==> config.mk <==
export PLATFORM = sky130hd
export DESIGN_NAME = packed_float_stream_decoder_top
export DESIGN_NICKNAME = d
export VERILOG_FILES = /design/src/hdl/pfsd_pkg.sv /design/src/hdl/packed_float_stream_decoder_top.sv
export SDC_FILE = /design/constraint.sdc
export NUM_CORES = 2
export LEC_CHECK = 0
export ABC_AREA = 1
export BUFFER_PORTS_ARGS = -buffer_cell sky130_fd_sc_hd__buf_2
export CAP_MARGIN = 10
export CORE_ASPECT_RATIO = 1.25
export CORE_MARGIN = 8
export CORE_UTILIZATION = 40
export DETAILED_ROUTE_END_ITERATION = 16
export PLACE_DENSITY = 0.65
export SYNTH_ARGS = -nofsm -noshare
export SYNTH_HDL_FRONTEND = slang
export SYNTH_SLANG_ARGS = --single-unit
==> constraint.sdc <==
create_clock -name clk -period 30.3 [get_ports clk]
set_input_delay 0 -clock clk [delete_from_list [all_inputs] [get_ports clk]]
set_output_delay 0 -clock clk [all_outputs]
set_load 0.05 [all_outputs]
==> src/hdl/pfsd_pkg.sv <==
package pfsd_pkg;

    localparam int CODE_W        = 32;
    localparam int STORE_W       = 40;
    localparam int COUNT_W       = 20;
    localparam int MAX_CODE_BITS = 32;
    localparam int STEP_RESULTS  = 8;
    localparam int CFG_IDX_W     = 3;
    localparam int CFG_DATA_W    = 32;

    localparam logic [31:0] QNAN_BITS = 32'h7FC0_0000;

    typedef enum logic [CFG_IDX_W-1:0] {
        CFG_FORMAT_MODE    = 3'd0,
        CFG_CODE_BITS      = 3'd1,
        CFG_RANGE_EXPONENT = 3'd2,
        CFG_MINIMUM_VALUE  = 3'd3,
        CFG_VALUE_COUNT    = 3'd4
    } cfg_idx_t;

    typedef enum logic [3:0] {
        ST_IDLE,
        ST_EXTRACT,
        ST_CVT_LZ,
        ST_CVT,
        ST_MUL,
        ST_ALIGN,
        ST_ADD,
        ST_NORM_LZ,
        ST_NORM,
        ST_OUT
    } state_t;

    typedef struct packed {
        logic [7:0] data_byte;
        logic       first_of_record;
    } in_t;

    typedef struct packed {
        logic [31:0] value_bits;
        logic        last_of_run;
        logic        record_done;
    } out_t;

    // Count of leading zeros of a 32-bit word; 32 for an all-zero word.
    function automatic logic [5:0] lzc32(input logic [31:0] x);
        logic [5:0] n;
        logic       seen;
        n    = 6'd0;
        seen = 1'b0;
        for (int i = 31; i >= 0; i--)
        begin
            if (!seen && !x[i])
            begin
                n = n + 6'd1;
            end
            else
            begin
                seen = 1'b1;
            end
        end
        return n;
    endfunction

endpackage

==> src/hdl/packed_float_stream_decoder_top.sv <==
// Channel  | Signals                         | Beat
// ---------+---------------------------------+------------------------------------
// input    | in_valid, in_ready, in_data     | one payload byte, record start flag
// output   | out_valid, out_ready, out_data  | one IEEE single value and flags
// config   | cfg_write, cfg_index, cfg_data  | one register write, no wait
//
// Each value that a byte completes goes from EXTRACT to OUT, in packed mode through
// convert to normalize states. A single sequencer and one shared leading-zero counter
// carry each packed-mode value through convert, scale, align, add and round. Reset is
// asynchronous and active low and clears the bit store and the count of values left.
// The block takes no new byte until every value of the current byte has been taken.
module packed_float_stream_decoder_top (
    input  logic                               clk,
    input  logic                               rst_n,
    input  logic                               in_valid,
    output logic                               in_ready,
    input  pfsd_pkg::in_t                      in_data,
    output logic                               out_valid,
    input  logic                               out_ready,
    output pfsd_pkg::out_t                     out_data,
    input  logic                               cfg_write,
    input  logic [pfsd_pkg::CFG_IDX_W-1:0]     cfg_index,
    input  logic [pfsd_pkg::CFG_DATA_W-1:0]    cfg_data
);

    pfsd_pkg::state_t state_reg, state_next;

    logic                             fmt_reg;
    logic [5:0]                       cbits_reg;
    logic signed [8:0]                rexp_reg;
    logic [31:0]                      min_reg;
    logic [pfsd_pkg::COUNT_W-1:0]     vcount_reg;

    logic [pfsd_pkg::STORE_W-1:0]     store_reg, store_next;
    logic [5:0]                       held_reg, held_next;
    logic [pfsd_pkg::COUNT_W-1:0]     left_reg, left_next;
    logic [3:0]                       count_reg, count_next;
    logic [pfsd_pkg::CODE_W-1:0]      code_reg, code_next;
    logic                             last_reg, last_next;
    logic                             done_reg, done_next;
    logic [5:0]                       lz_reg, lz_next;
    logic [23:0]                      m_reg, m_next;
    logic [5:0]                       p_reg, p_next;
    logic [31:0]                      prod_reg, prod_next;
    logic                             spec_reg, spec_next;
    logic [31:0]                      spec_bits_reg, spec_bits_next;
    logic [8:0]                       exp_reg, exp_next;
    logic                             sign_reg, sign_next;
    logic                             sub_reg, sub_next;
    logic [26:0]                      ma_reg, ma_next;
    logic [26:0]                      mb_reg, mb_next;
    logic [27:0]                      sum_reg, sum_next;
    pfsd_pkg::out_t                   out_reg, out_next;

    logic [5:0]  n_eff;
    logic        can_take;
    logic [5:0]  ex_sh;
    logic [31:0] lz_in;
    logic [5:0]  lz_out;

    assign in_ready  = (state_reg == pfsd_pkg::ST_IDLE);
    assign out_valid = (state_reg == pfsd_pkg::ST_OUT);
    assign out_data  = out_reg;

    always_comb
    begin
        if (fmt_reg)
        begin
            n_eff = 6'd32;
        end
        else if (cbits_reg == 6'd0)
        begin
            n_eff = 6'd1;
        end
        else if (cbits_reg > 6'(pfsd_pkg::MAX_CODE_BITS))
        begin
            n_eff = 6'(pfsd_pkg::MAX_CODE_BITS);
        end
        else
        begin
            n_eff = cbits_reg;
        end
        can_take = (count_reg < 4'(pfsd_pkg::STEP_RESULTS)) && (left_reg != '0)
                   && (held_reg >= n_eff);
        ex_sh    = held_reg - n_eff;
    end

    // The one leading-zero counter serves both the code convert and the sum normalize.
    assign lz_in  = (state_reg == pfsd_pkg::ST_CVT_LZ) ? code_reg : {sum_reg[26:0], 5'b11111};
    assign lz_out = pfsd_pkg::lzc32(lz_in);

    always_comb
    begin
        state_next = state_reg;
        case (state_reg)
            pfsd_pkg::ST_IDLE:
            begin
                if (in_valid)
                begin
                    state_next = pfsd_pkg::ST_EXTRACT;
                end
            end
            pfsd_pkg::ST_EXTRACT:
            begin
                if (!can_take)
                begin
                    state_next = pfsd_pkg::ST_IDLE;
                end
                else if (fmt_reg)
                begin
                    state_next = pfsd_pkg::ST_OUT;
                end
                else
                begin
                    state_next = pfsd_pkg::ST_CVT_LZ;
                end
            end
            pfsd_pkg::ST_CVT_LZ:  state_next = pfsd_pkg::ST_CVT;
            pfsd_pkg::ST_CVT:     state_next = pfsd_pkg::ST_MUL;
            pfsd_pkg::ST_MUL:     state_next = pfsd_pkg::ST_ALIGN;
            pfsd_pkg::ST_ALIGN:   state_next = pfsd_pkg::ST_ADD;
            pfsd_pkg::ST_ADD:     state_next = pfsd_pkg::ST_NORM_LZ;
            pfsd_pkg::ST_NORM_LZ: state_next = pfsd_pkg::ST_NORM;
            pfsd_pkg::ST_NORM:    state_next = pfsd_pkg::ST_OUT;
            pfsd_pkg::ST_OUT:
            begin
                if (out_ready)
                begin
                    state_next = pfsd_pkg::ST_EXTRACT;
                end
            end
            default:              state_next = pfsd_pkg::ST_IDLE;
        endcase
    end

    always_comb
    begin
        logic [pfsd_pkg::COUNT_W-1:0] left1;
        logic [pfsd_pkg::STORE_W-1:0] store1;
        logic [5:0]                   held1;
        logic [pfsd_pkg::COUNT_W-1:0] left_dec;
        logic [31:0]                  nrm;
        logic [24:0]                  m1;
        logic                         inc;
        logic signed [9:0]            t;
        logic signed [9:0]            biased;
        logic signed [9:0]            kk;
        logic [47:0]                  xs;
        logic [24:0]                  f;
        logic [7:0]                   ea_f;
        logic [7:0]                   eb_f;
        logic                         a_nan;
        logic                         b_nan;
        logic                         a_inf;
        logic                         b_inf;
        logic [7:0]                   ea;
        logic [7:0]                   eb;
        logic [26:0]                  mxa;
        logic [26:0]                  mxb;
        logic                         a_big;
        logic [7:0]                   d;
        logic [26:0]                  msml;
        logic [26:0]                  smask;
        logic [26:0]                  mn;
        logic [8:0]                   e1;
        logic [5:0]                   lim;
        logic [5:0]                   sh;
        logic [24:0]                  k;
        logic [23:0]                  km;

        left1    = '0;
        store1   = '0;
        held1    = '0;
        left_dec = '0;
        nrm      = '0;
        m1       = '0;
        inc      = 1'b0;
        t        = '0;
        biased   = '0;
        kk       = '0;
        xs       = '0;
        f        = '0;
        ea_f     = '0;
        eb_f     = '0;
        a_nan    = 1'b0;
        b_nan    = 1'b0;
        a_inf    = 1'b0;
        b_inf    = 1'b0;
        ea       = '0;
        eb       = '0;
        mxa      = '0;
        mxb      = '0;
        a_big    = 1'b0;
        d        = '0;
        msml     = '0;
        smask    = '0;
        mn       = '0;
        e1       = '0;
        lim      = '0;
        sh       = '0;
        k        = '0;
        km       = '0;

        store_next     = store_reg;
        held_next      = held_reg;
        left_next      = left_reg;
        count_next     = count_reg;
        code_next      = code_reg;
        last_next      = last_reg;
        done_next      = done_reg;
        lz_next        = lz_reg;
        m_next         = m_reg;
        p_next         = p_reg;
        prod_next      = prod_reg;
        spec_next      = spec_reg;
        spec_bits_next = spec_bits_reg;
        exp_next       = exp_reg;
        sign_next      = sign_reg;
        sub_next       = sub_reg;
        ma_next        = ma_reg;
        mb_next        = mb_reg;
        sum_next       = sum_reg;
        out_next       = out_reg;

        case (state_reg)
            pfsd_pkg::ST_IDLE:
            begin
                if (in_valid)
                begin
                    left1  = in_data.first_of_record ? vcount_reg : left_reg;
                    store1 = in_data.first_of_record ? '0 : store_reg;
                    held1  = in_data.first_of_record ? 6'd0 : held_reg;
                    count_next = 4'd0;
                    left_next  = left1;
                    if (left1 == '0)
                    begin
                        store_next = '0;
                        held_next  = 6'd0;
                    end
                    else
                    begin
                        store_next = {store1[pfsd_pkg::STORE_W-9:0], in_data.data_byte};
                        held_next  = held1 + 6'd8;
                    end
                end
            end
            pfsd_pkg::ST_EXTRACT:
            begin
                if (can_take)
                begin
                    left_dec   = left_reg - 1'b1;
                    code_next  = 32'((store_reg >> ex_sh)
                                     & ((40'd1 << n_eff) - 40'd1));
                    count_next = count_reg + 4'd1;
                    left_next  = left_dec;
                    done_next  = (left_dec == '0);
                    last_next  = !(((count_reg + 4'd1) < 4'(pfsd_pkg::STEP_RESULTS))
                                   && (left_dec != '0) && (ex_sh >= n_eff));
                    if (left_dec == '0)
                    begin
                        store_next = '0;
                        held_next  = 6'd0;
                    end
                    else
                    begin
                        store_next = store_reg & ((40'd1 << ex_sh) - 40'd1);
                        held_next  = ex_sh;
                    end
                    out_next.value_bits  = 32'((store_reg >> ex_sh)
                                               & ((40'd1 << n_eff) - 40'd1));
                    out_next.last_of_run = !(((count_reg + 4'd1) < 4'(pfsd_pkg::STEP_RESULTS))
                                             && (left_dec != '0) && (ex_sh >= n_eff));
                    out_next.record_done = (left_dec == '0);
                end
                else if (left_reg == '0)
                begin
                    store_next = '0;
                    held_next  = 6'd0;
                end
            end
            pfsd_pkg::ST_CVT_LZ:
            begin
                lz_next = lz_out;
            end
            pfsd_pkg::ST_CVT:
            begin
                // Round the integer code to a 24-bit significand, nearest even.
                nrm = code_reg << lz_reg;
                inc = nrm[7] & ((|nrm[6:0]) | nrm[8]);
                m1  = {1'b0, nrm[31:8]} + 25'(inc);
                if (m1[24])
                begin
                    m_next = m1[24:1];
                    p_next = 6'd32 - lz_reg;
                end
                else
                begin
                    m_next = m1[23:0];
                    p_next = 6'd31 - lz_reg;
                end
            end
            pfsd_pkg::ST_MUL:
            begin
                // Scaling by a power of two only moves the exponent, except when the
                // product falls into the subnormal range and must be rounded again.
                t      = $signed({4'b0000, p_reg}) + 10'(rexp_reg);
                biased = t + 10'sd127;
                if (code_reg == '0)
                begin
                    prod_next = (rexp_reg > 9'sd127) ? pfsd_pkg::QNAN_BITS : 32'h0;
                end
                else if (rexp_reg > 9'sd127)
                begin
                    prod_next = 32'h7F80_0000;
                end
                else if (rexp_reg < -9'sd149)
                begin
                    prod_next = 32'h0;
                end
                else if (biased >= 10'sd255)
                begin
                    prod_next = 32'h7F80_0000;
                end
                else if (biased >= 10'sd1)
                begin
                    prod_next = {1'b0, biased[7:0], m_reg[22:0]};
                end
                else
                begin
                    kk        = 10'sd0 - (t + 10'sd126);
                    xs        = {m_reg, 24'h0} >> kk[4:0];
                    inc       = xs[23] & ((|xs[22:0]) | xs[24]);
                    f         = {1'b0, xs[47:24]} + 25'(inc);
                    prod_next = 32'(f);
                end
            end
            pfsd_pkg::ST_ALIGN:
            begin
                ea_f  = prod_reg[30:23];
                eb_f  = min_reg[30:23];
                a_nan = (&ea_f) && (prod_reg[22:0] != '0);
                b_nan = (&eb_f) && (min_reg[22:0] != '0);
                a_inf = (&ea_f) && (prod_reg[22:0] == '0);
                b_inf = (&eb_f) && (min_reg[22:0] == '0);
                spec_next = a_nan || b_nan || a_inf || b_inf;
                if (a_nan || b_nan || (a_inf && b_inf && (prod_reg[31] != min_reg[31])))
                begin
                    spec_bits_next = pfsd_pkg::QNAN_BITS;
                end
                else if (a_inf)
                begin
                    spec_bits_next = prod_reg;
                end
                else
                begin
                    spec_bits_next = min_reg;
                end
                ea    = (ea_f == 8'd0) ? 8'd1 : ea_f;
                eb    = (eb_f == 8'd0) ? 8'd1 : eb_f;
                mxa   = {(ea_f != 8'd0), prod_reg[22:0], 3'b000};
                mxb   = {(eb_f != 8'd0), min_reg[22:0], 3'b000};
                a_big = (prod_reg[30:0] >= min_reg[30:0]);
                d     = a_big ? (ea - eb) : (eb - ea);
                msml  = a_big ? mxb : mxa;
                if (d >= 8'd27)
                begin
                    mb_next = {26'h0, (msml != '0)};
                end
                else
                begin
                    smask   = ~(27'h7FF_FFFF << d[4:0]);
                    mb_next = (msml >> d[4:0]) | {26'h0, ((msml & smask) != '0)};
                end
                ma_next   = a_big ? mxa : mxb;
                exp_next  = {1'b0, (a_big ? ea : eb)};
                sign_next = a_big ? prod_reg[31] : min_reg[31];
                sub_next  = prod_reg[31] ^ min_reg[31];
            end
            pfsd_pkg::ST_ADD:
            begin
                sum_next = sub_reg ? ({1'b0, ma_reg} - {1'b0, mb_reg})
                                   : ({1'b0, ma_reg} + {1'b0, mb_reg});
            end
            pfsd_pkg::ST_NORM_LZ:
            begin
                lz_next = lz_out;
            end
            pfsd_pkg::ST_NORM:
            begin
                if (sum_reg[27])
                begin
                    mn = {sum_reg[27:2], (sum_reg[1] | sum_reg[0])};
                    e1 = exp_reg + 9'd1;
                end
                else
                begin
                    lim = (exp_reg - 9'd1 > 9'd63) ? 6'd63 : 6'(exp_reg - 9'd1);
                    sh  = (lz_reg < lim) ? lz_reg : lim;
                    mn  = sum_reg[26:0] << sh;
                    e1  = exp_reg - 9'(sh);
                end
                inc = mn[2] & (mn[1] | mn[0] | mn[3]);
                k   = {1'b0, mn[26:3]} + 25'(inc);
                if (k[24])
                begin
                    km = k[24:1];
                    e1 = e1 + 9'd1;
                end
                else
                begin
                    km = k[23:0];
                end
                if (spec_reg)
                begin
                    out_next.value_bits = spec_bits_reg;
                end
                else if (e1 >= 9'd255)
                begin
                    out_next.value_bits = {sign_reg, 8'hFF, 23'h0};
                end
                else if (km == '0)
                begin
                    out_next.value_bits = {(sub_reg ? 1'b0 : sign_reg), 31'h0};
                end
                else
                begin
                    out_next.value_bits = {sign_reg, (km[23] ? e1[7:0] : 8'h00), km[22:0]};
                end
                out_next.last_of_run = last_reg;
                out_next.record_done = done_reg;
            end
            pfsd_pkg::ST_OUT:
            begin
            end
            default:
            begin
            end
        endcase
    end

    always_ff @(posedge clk or negedge rst_n)
    begin
        if (!rst_n)
        begin
            fmt_reg    <= 1'b0;
            cbits_reg  <= 6'd16;
            rexp_reg   <= '0;
            min_reg    <= '0;
            vcount_reg <= pfsd_pkg::COUNT_W'(1);
        end
        else if (cfg_write)
        begin
            case (pfsd_pkg::cfg_idx_t'(cfg_index))
                pfsd_pkg::CFG_FORMAT_MODE:    fmt_reg    <= cfg_data[0];
                pfsd_pkg::CFG_CODE_BITS:      cbits_reg  <= cfg_data[5:0];
                pfsd_pkg::CFG_RANGE_EXPONENT: rexp_reg   <= $signed(cfg_data[8:0]);
                pfsd_pkg::CFG_MINIMUM_VALUE:  min_reg    <= cfg_data;
                pfsd_pkg::CFG_VALUE_COUNT:    vcount_reg <= cfg_data[pfsd_pkg::COUNT_W-1:0];
                default:
                begin
                end
            endcase
        end
    end

    always_ff @(posedge clk or negedge rst_n)
    begin
        if (!rst_n)
        begin
            state_reg <= pfsd_pkg::ST_IDLE;
            store_reg <= '0;
            held_reg  <= '0;
            left_reg  <= '0;
            count_reg <= '0;
        end
        else
        begin
            state_reg <= state_next;
            store_reg <= store_next;
            held_reg  <= held_next;
            left_reg  <= left_next;
            count_reg <= count_next;
        end
    end

    always_ff @(posedge clk)
    begin
        code_reg      <= code_next;
        last_reg      <= last_next;
        done_reg      <= done_next;
        lz_reg        <= lz_next;
        m_reg         <= m_next;
        p_reg         <= p_next;
        prod_reg      <= prod_next;
        spec_reg      <= spec_next;
        spec_bits_reg <= spec_bits_next;
        exp_reg       <= exp_next;
        sign_reg      <= sign_next;
        sub_reg       <= sub_next;
        ma_reg        <= ma_next;
        mb_reg        <= mb_next;
        sum_reg       <= sum_next;
        out_reg       <= out_next;
    end

endmodule

Word-level counts from Yosys, hierarchy flattened
Cells that the tools add are included.
- bits in registers: 403
- word-level logic and storage cells: 411
- $add $sub $neg: 54
- eq/ne operators: 18
- shifts and indexed selects: 8
- $lt $le $gt $ge: 14
- reductions and logical operators: 145
- mux-type cells: 128
- bitwise logic cells: 14
- operators with widths (operator ; number):
    6-bit 2-to-1 mux ; 43
    40-bit 2-to-1 mux ; 5
    32-bit 2-to-1 mux ; 6
    6-bit by 1-bit adder with 6-bit output (second input constant) ; 31
    31-bit 2-to-1 mux ; 6
    27-bit 2-to-1 mux ; 4
    40-bit one-hot mux with 2 select lines ; 1
    24-bit by 1-bit adder with 25-bit output ; 3
    34-bit one-hot mux with 2 select lines ; 1
    1-bit logical NOT ; 63
    20-bit logical NOT ; 3
    20-bit 2-to-1 mux ; 3
    27-bit nonzero test ; 2
    24-bit 2-to-1 mux ; 2
    48-bit by 5-bit >> shifter with 48-bit output ; 1
    23-bit logical NOT ; 2
    23-bit nonzero test ; 2
    1-bit logical AND ; 41
    40-bit AND ; 1
    8-bit 2-to-1 mux ; 5
    20-bit one-hot mux with 2 select lines ; 1
    4-bit one-hot mux with 10 select lines ; 1
    20-bit nonzero test ; 2
    1-bit by 6-bit left shift with 40-bit output (first input constant) ; 1
    other kinds (78) ; 151

Longest topological paths before layout
- depth in word-level cells: 95
- gate-level depth with buffers: 90
- mapped depth without buffers: 88

Worst setup path after synthesis
No wires, ideal clock.
- path type: flip-flop to flip-flop
- from: reg state_reg[0]
- to: reg lz_reg[4], data pin
- path buffers: 2
- cell stages (with the launch flop): 88
- required time: 30051 ps
- arrival time: 11173 ps
- setup slack: 18878 ps
- period minus slack after synthesis: 11422 ps
- path through: dfrtp_1 nor2_8 nand2_4 buf_6 buf_6 nand2_2 nand2_4 a21oi_1 ha_1 o21ai_0 inv_1 ha_1 nand2_1 o21a_1 nand2_1 o21ai_0 inv_1 ha_1 [52 not listed] nand2_1 nand2_1 inv_1 ha_1 nand2_1 nand2_1 ha_1 or2_0 nand2_1 inv_1 ha_1 inv_1 nor2_1 nand3_1 nor2_1 nand3b_1 nand2_1 inv_1
- cells in the longest elaborated chain, start to end: 95
- elaborated cells between the ends (all ways): 189
- classes of those cells: 31 x add/sub; 1 x eq/ne; 64 x mux; 93 x reduce/logical
- RTL lines (what ; RTL line ; source):
    from (decl) ; packed_float_stream_decoder_top.sv:26 ; pfsd_pkg::state_t state_reg, state_next;
    from (signal assigned) ; packed_float_stream_decoder_top.sv:470 ; state_reg <= pfsd_pkg::ST_IDLE;
    from (signal assigned) ; packed_float_stream_decoder_top.sv:478 ; state_reg <= state_next;
    4-bit by 2-bit equality test with 1-bit output (*) ; packed_float_stream_decoder_top.sv:89 ; assign lz_in = (state_reg == pfsd_pkg::ST_CVT_LZ) ? code_reg : {sum_reg[26:0], 5'b11111};
    32-bit 2-to-1 mux (*) ; packed_float_stream_decoder_top.sv:89 ;
    parallel branches: the longest is 92 deep, another holds 6-bit by 1-bit adder with 6-bit output ; -- ;
    6-bit 2-to-1 mux (*) ; pfsd_pkg.sv:53 ; if (!seen && !x[i])
    net lz_out[4] ; packed_float_stream_decoder_top.sv:59 ; logic [5:0] lz_out;
    to (signal assigned) ; packed_float_stream_decoder_top.sv:491 ; lz_reg <= lz_next;
    to (decl) ; packed_float_stream_decoder_top.sv:41 ; logic [5:0] lz_reg, lz_next;
Mark *: on every way through the listed nets, which the timed path passes.
A chain may end at the register's enable or synchronous reset.

Worst setup path after layout
- from: reg state_reg[3]
- to: reg lz_reg[4], data pin
The elaborated chain is that of the path after synthesis.

==> flow_summary.ini <==
[run_status]
status = finished clean

[layout]
final_util_pct = 44.4
nets = 5752
layout-drive-gt1-share_pct = 6.89
final_cell_area_um2 = 40600
n_antenna_cell = 0
synthToLayoutAreaGrowth_pct = 10.1
stdcell_count = 6783
largest_reg_flops = 40

[placement]
hpwlAfterDp_um = 103000
place_area_um2 = 38400
pre_cts_slack_ns = 17.47
place.port_buffers = 84
routabilityCongestion = 1.01
dpl.cell_count = 6643

[clock_tree]
cts_resized = 0
holdBufCountCts = 56
tritoncts = yes
cts_buffer_depth = 3
cts_max_level = 2
cts_buffers = 45
cts_root_buf = clkbuf_16
clk_pin_slew_ns = 0.07
postCtsSetupRepairBufs = 0
clock_latency_ns = 0.62
cts_sinks = 399

[critical_path]
slowest_stage = dfrtp_1
crit_path_end_kind = flop
required_ns = 30.68
crit_buf_inv = 13
cp_top_family = simple AND/OR/NAND/NOR gates
slowest_delay_ns = 0.44
cp-start-kind = flop
arrival_ns = 13.29
path_common_cell = nand2_1
critPathMaxFanout = 59
critPathKind = reg2reg

[grt]
grt_remaining_overflow = 0
grt_max_degree = 118
grt_pass1_wl_um = 200000
grt.total_usage_pct = 24.7
grt_pass1_vias = 34824
antenna_found_initial = 1

[drt]
drc = 0
drt.antenna.violating_nets = 0
vias = 37216
via_per_inst = 5.49
drt_iter0_drc = 3758
routedWlPerCell_um = 19.3
totalWireLength_um = 131000
first_pass_iters = 6

[power_and_ir_drop]
ir_drop_uv = 88.8
p_leak_nw = 18.6
sw_frac_of_total_pct = 55.7
pwr-share-comb_pct = 65.2
power_density_nw_per_um2 = 111
power_frac_clock_pct = 13.4
intPower_mw = 1.99
power_frac_seq_pct = 21.4
p_switching_mw = 2.50

[yosys]
synth_nets = 5734
synth_area_per_cell_um2 = 6.66
ys.warnings.count = 0
synth_common_cells = 1,353 x nand2_1, 757 x inv_1, 681 x o21ai_0, 556 x nor2_1, 257 x edfxtp_1
synth_most_common_cell = nand2_1
synth_cell_types = 73
synth_top_area_share_pct = 20.9
yosysSeqAreaShare_pct = 30.6
yosysTopAreaCell = edfxtp_1
ys_ff_latch = 399
async_flop_share_pct = 35.6
synthCells = 5531
synth_edf_count = 257
synth_area_leaders = edfxtp_1 21%, nand2_1 14%, dfrtp_1 9.5%, o21ai_0 9.2%, inv_1 7.7%
synth_area_um2 = 36900
synth_ff_type = edfxtp_1

[floorplanning]
fp.dieH_um = 355
core_region_area_um2 = 91400
num_rows = 124
initial_utilization_pct = 40.3
die_area_um2 = 102000
boundaryPins = 85
die_w_um = 288

[flow_run]
cap_violations = 0

[timing]
fmax_ghz = 0.0775
timing_hold_violations_final = 0
finalCriticalPeriod_ns = 12.91
fin_crit_sh_pct = 42.6
slew_violations = 0
layout_setup_ws_ns = 17.39
worst_pin_slew_ns = 1.16
setup-violations-final = 0
slew_headroom_pct = 21.9
rsz0062_at_grt = no
final.setup_skew_ns = 0.0205
setup-tns-final_ns = 0

[worst_hold_path]
hold_path_class = in2reg
==> per-stage QoR <==
step                      hold slack, ns  total power, mW
after global routing               0.157             4.85
final                              0.102             4.49
after floorplan                   -0.296             2.95
after global placement            0.0643             3.83
after detailed placement          0.0694             3.82
after CTS                         0.0404             4.45
==> placed cells by master (no fill, tap or decap), drive strengths merged, types with 6 or more instances in the layout <==
master | Yosys | layout
xnor2 | 44 | 44
o22ai | 30 | 30
a31oi | 31 | 31
ha | 149 | 149
o31ai | 6 | 6
o211ai | 40 | 40
nand4 | 66 | 66
o21a | 12 | 12
nor4 | 62 | 62
nor3b | 6 | 6
edfxtp | 257 | 257
buf | 43 | 138
clkbuf | 179 | 58
a221oi | 20 | 20
xor2 | 132 | 132
a32o | 8 | 8
nand3 | 234 | 234
mux2i | 49 | 49
o21bai | 9 | 9
or2 | 17 | 17
o21ai | 707 | 707
o221ai | 15 | 15
a2bb2oi | 9 | 9
o2111ai | 6 | 6
a21oi | 216 | 216
dlygate4sd3 | 0 | 55
clkinv | 28 | 37
nand3b | 7 | 7
inv | 783 | 791
nand2 | 1405 | 1405
nor3 | 140 | 140
a21o | 7 | 7
a211oi | 24 | 24
a22oi | 23 | 23
nor2 | 581 | 581
dfrtp | 140 | 140
==> cells by family after synthesis <==
family | after synthesis | synth area share (%)
muxes | 49 | 1.33
buffers and inverters | 1033 | 10.7
and+or+nand+nor | 2530 | 29.7
DFF | 399 | 30.6
adders and majority gates | 154 | 5.33
other | 1 | 0.0102
xor gates and xnor gates | 176 | 4.26
AOI/OAI and AO/OA | 1189 | 18.1
==> area by class of cell <==
| cell class | instances | area, µm² |
|---|---|---|
| fillers | 9447 | 50800 |
| clock buffers | 58 | 1270 |
| flip-flops and latches | 399 | 11300 |
| repair buffers | 193 | 1400 |
| multi-input cells | 4099 | 21700 |
| inverters | 811 | 3050 |
| well taps | 1197 | 1500 |
| clock inverters | 26 | 364 |
==> routing by layer <==
layer	wire (µm)	global-route usage (%)	part of all wire [%]	up-vias
met4	7740	12.7	5.9	0
met3	7870	2.95	6.0	332
li1	-	-	-	18373
met5	0	0	0	-
met1	54300	31.1	42	17124
met2	60900	41.4	47	1387
==> worst paths after layout <==
| kind | start | end | slack (ns) | depth (start not counted) |
|---|---|---|---|---|
| setup / recovery | state_reg[3] | lz_reg[4] | 17.39 | 85 |
| hold / removal | cfg_write | cbits_reg[4] | 0.10 | 5 |
| setup reg to reg | state_reg[3] | lz_reg[4] | 17.39 | 85 |
| hold reg to reg | min_reg[31] | sub_reg | 0.46 | 0 |
| max in group asynchronous | rst_n | min_reg[28] | 28.62 | 4 |
| min in group asynchronous | rst_n | left_reg[17] | 0.39 | 3 |
==> worst reg2reg max path, delay by kind of cell, from the launching register on <==
kind | cells | cell delay, ns
adders and majority gates | 16 | 4.34
xor gates and xnor gates | 3 | 0.41
AOI/OAI and AO/OA | 9 | 1.44
muxes | 1 | 0.16
DFF | 1 | 0.44
and+or+nand+nor | 43 | 5.14
buffers and inverters | 13 | 0.77
==> power groups by stage <==
| stage | registers (mW) | logic [mW] | clock network, mW |
|---|---|---|---|
| 3_5_place_dp | 0.965 | 2.86 | 0 |
| 6_report | 0.962 | 2.93 | 0.602 |
| 4_1_cts | 0.957 | 2.88 | 0.612 |
| 3_3_place_gp | 0.965 | 2.86 | 0 |
| 2_1_floorplan | 0.955 | 2.00 | 0 |
| 5_1_grt | 0.974 | 3.24 | 0.632 |
No activity file was read; power rests on OpenSTA's default activity.
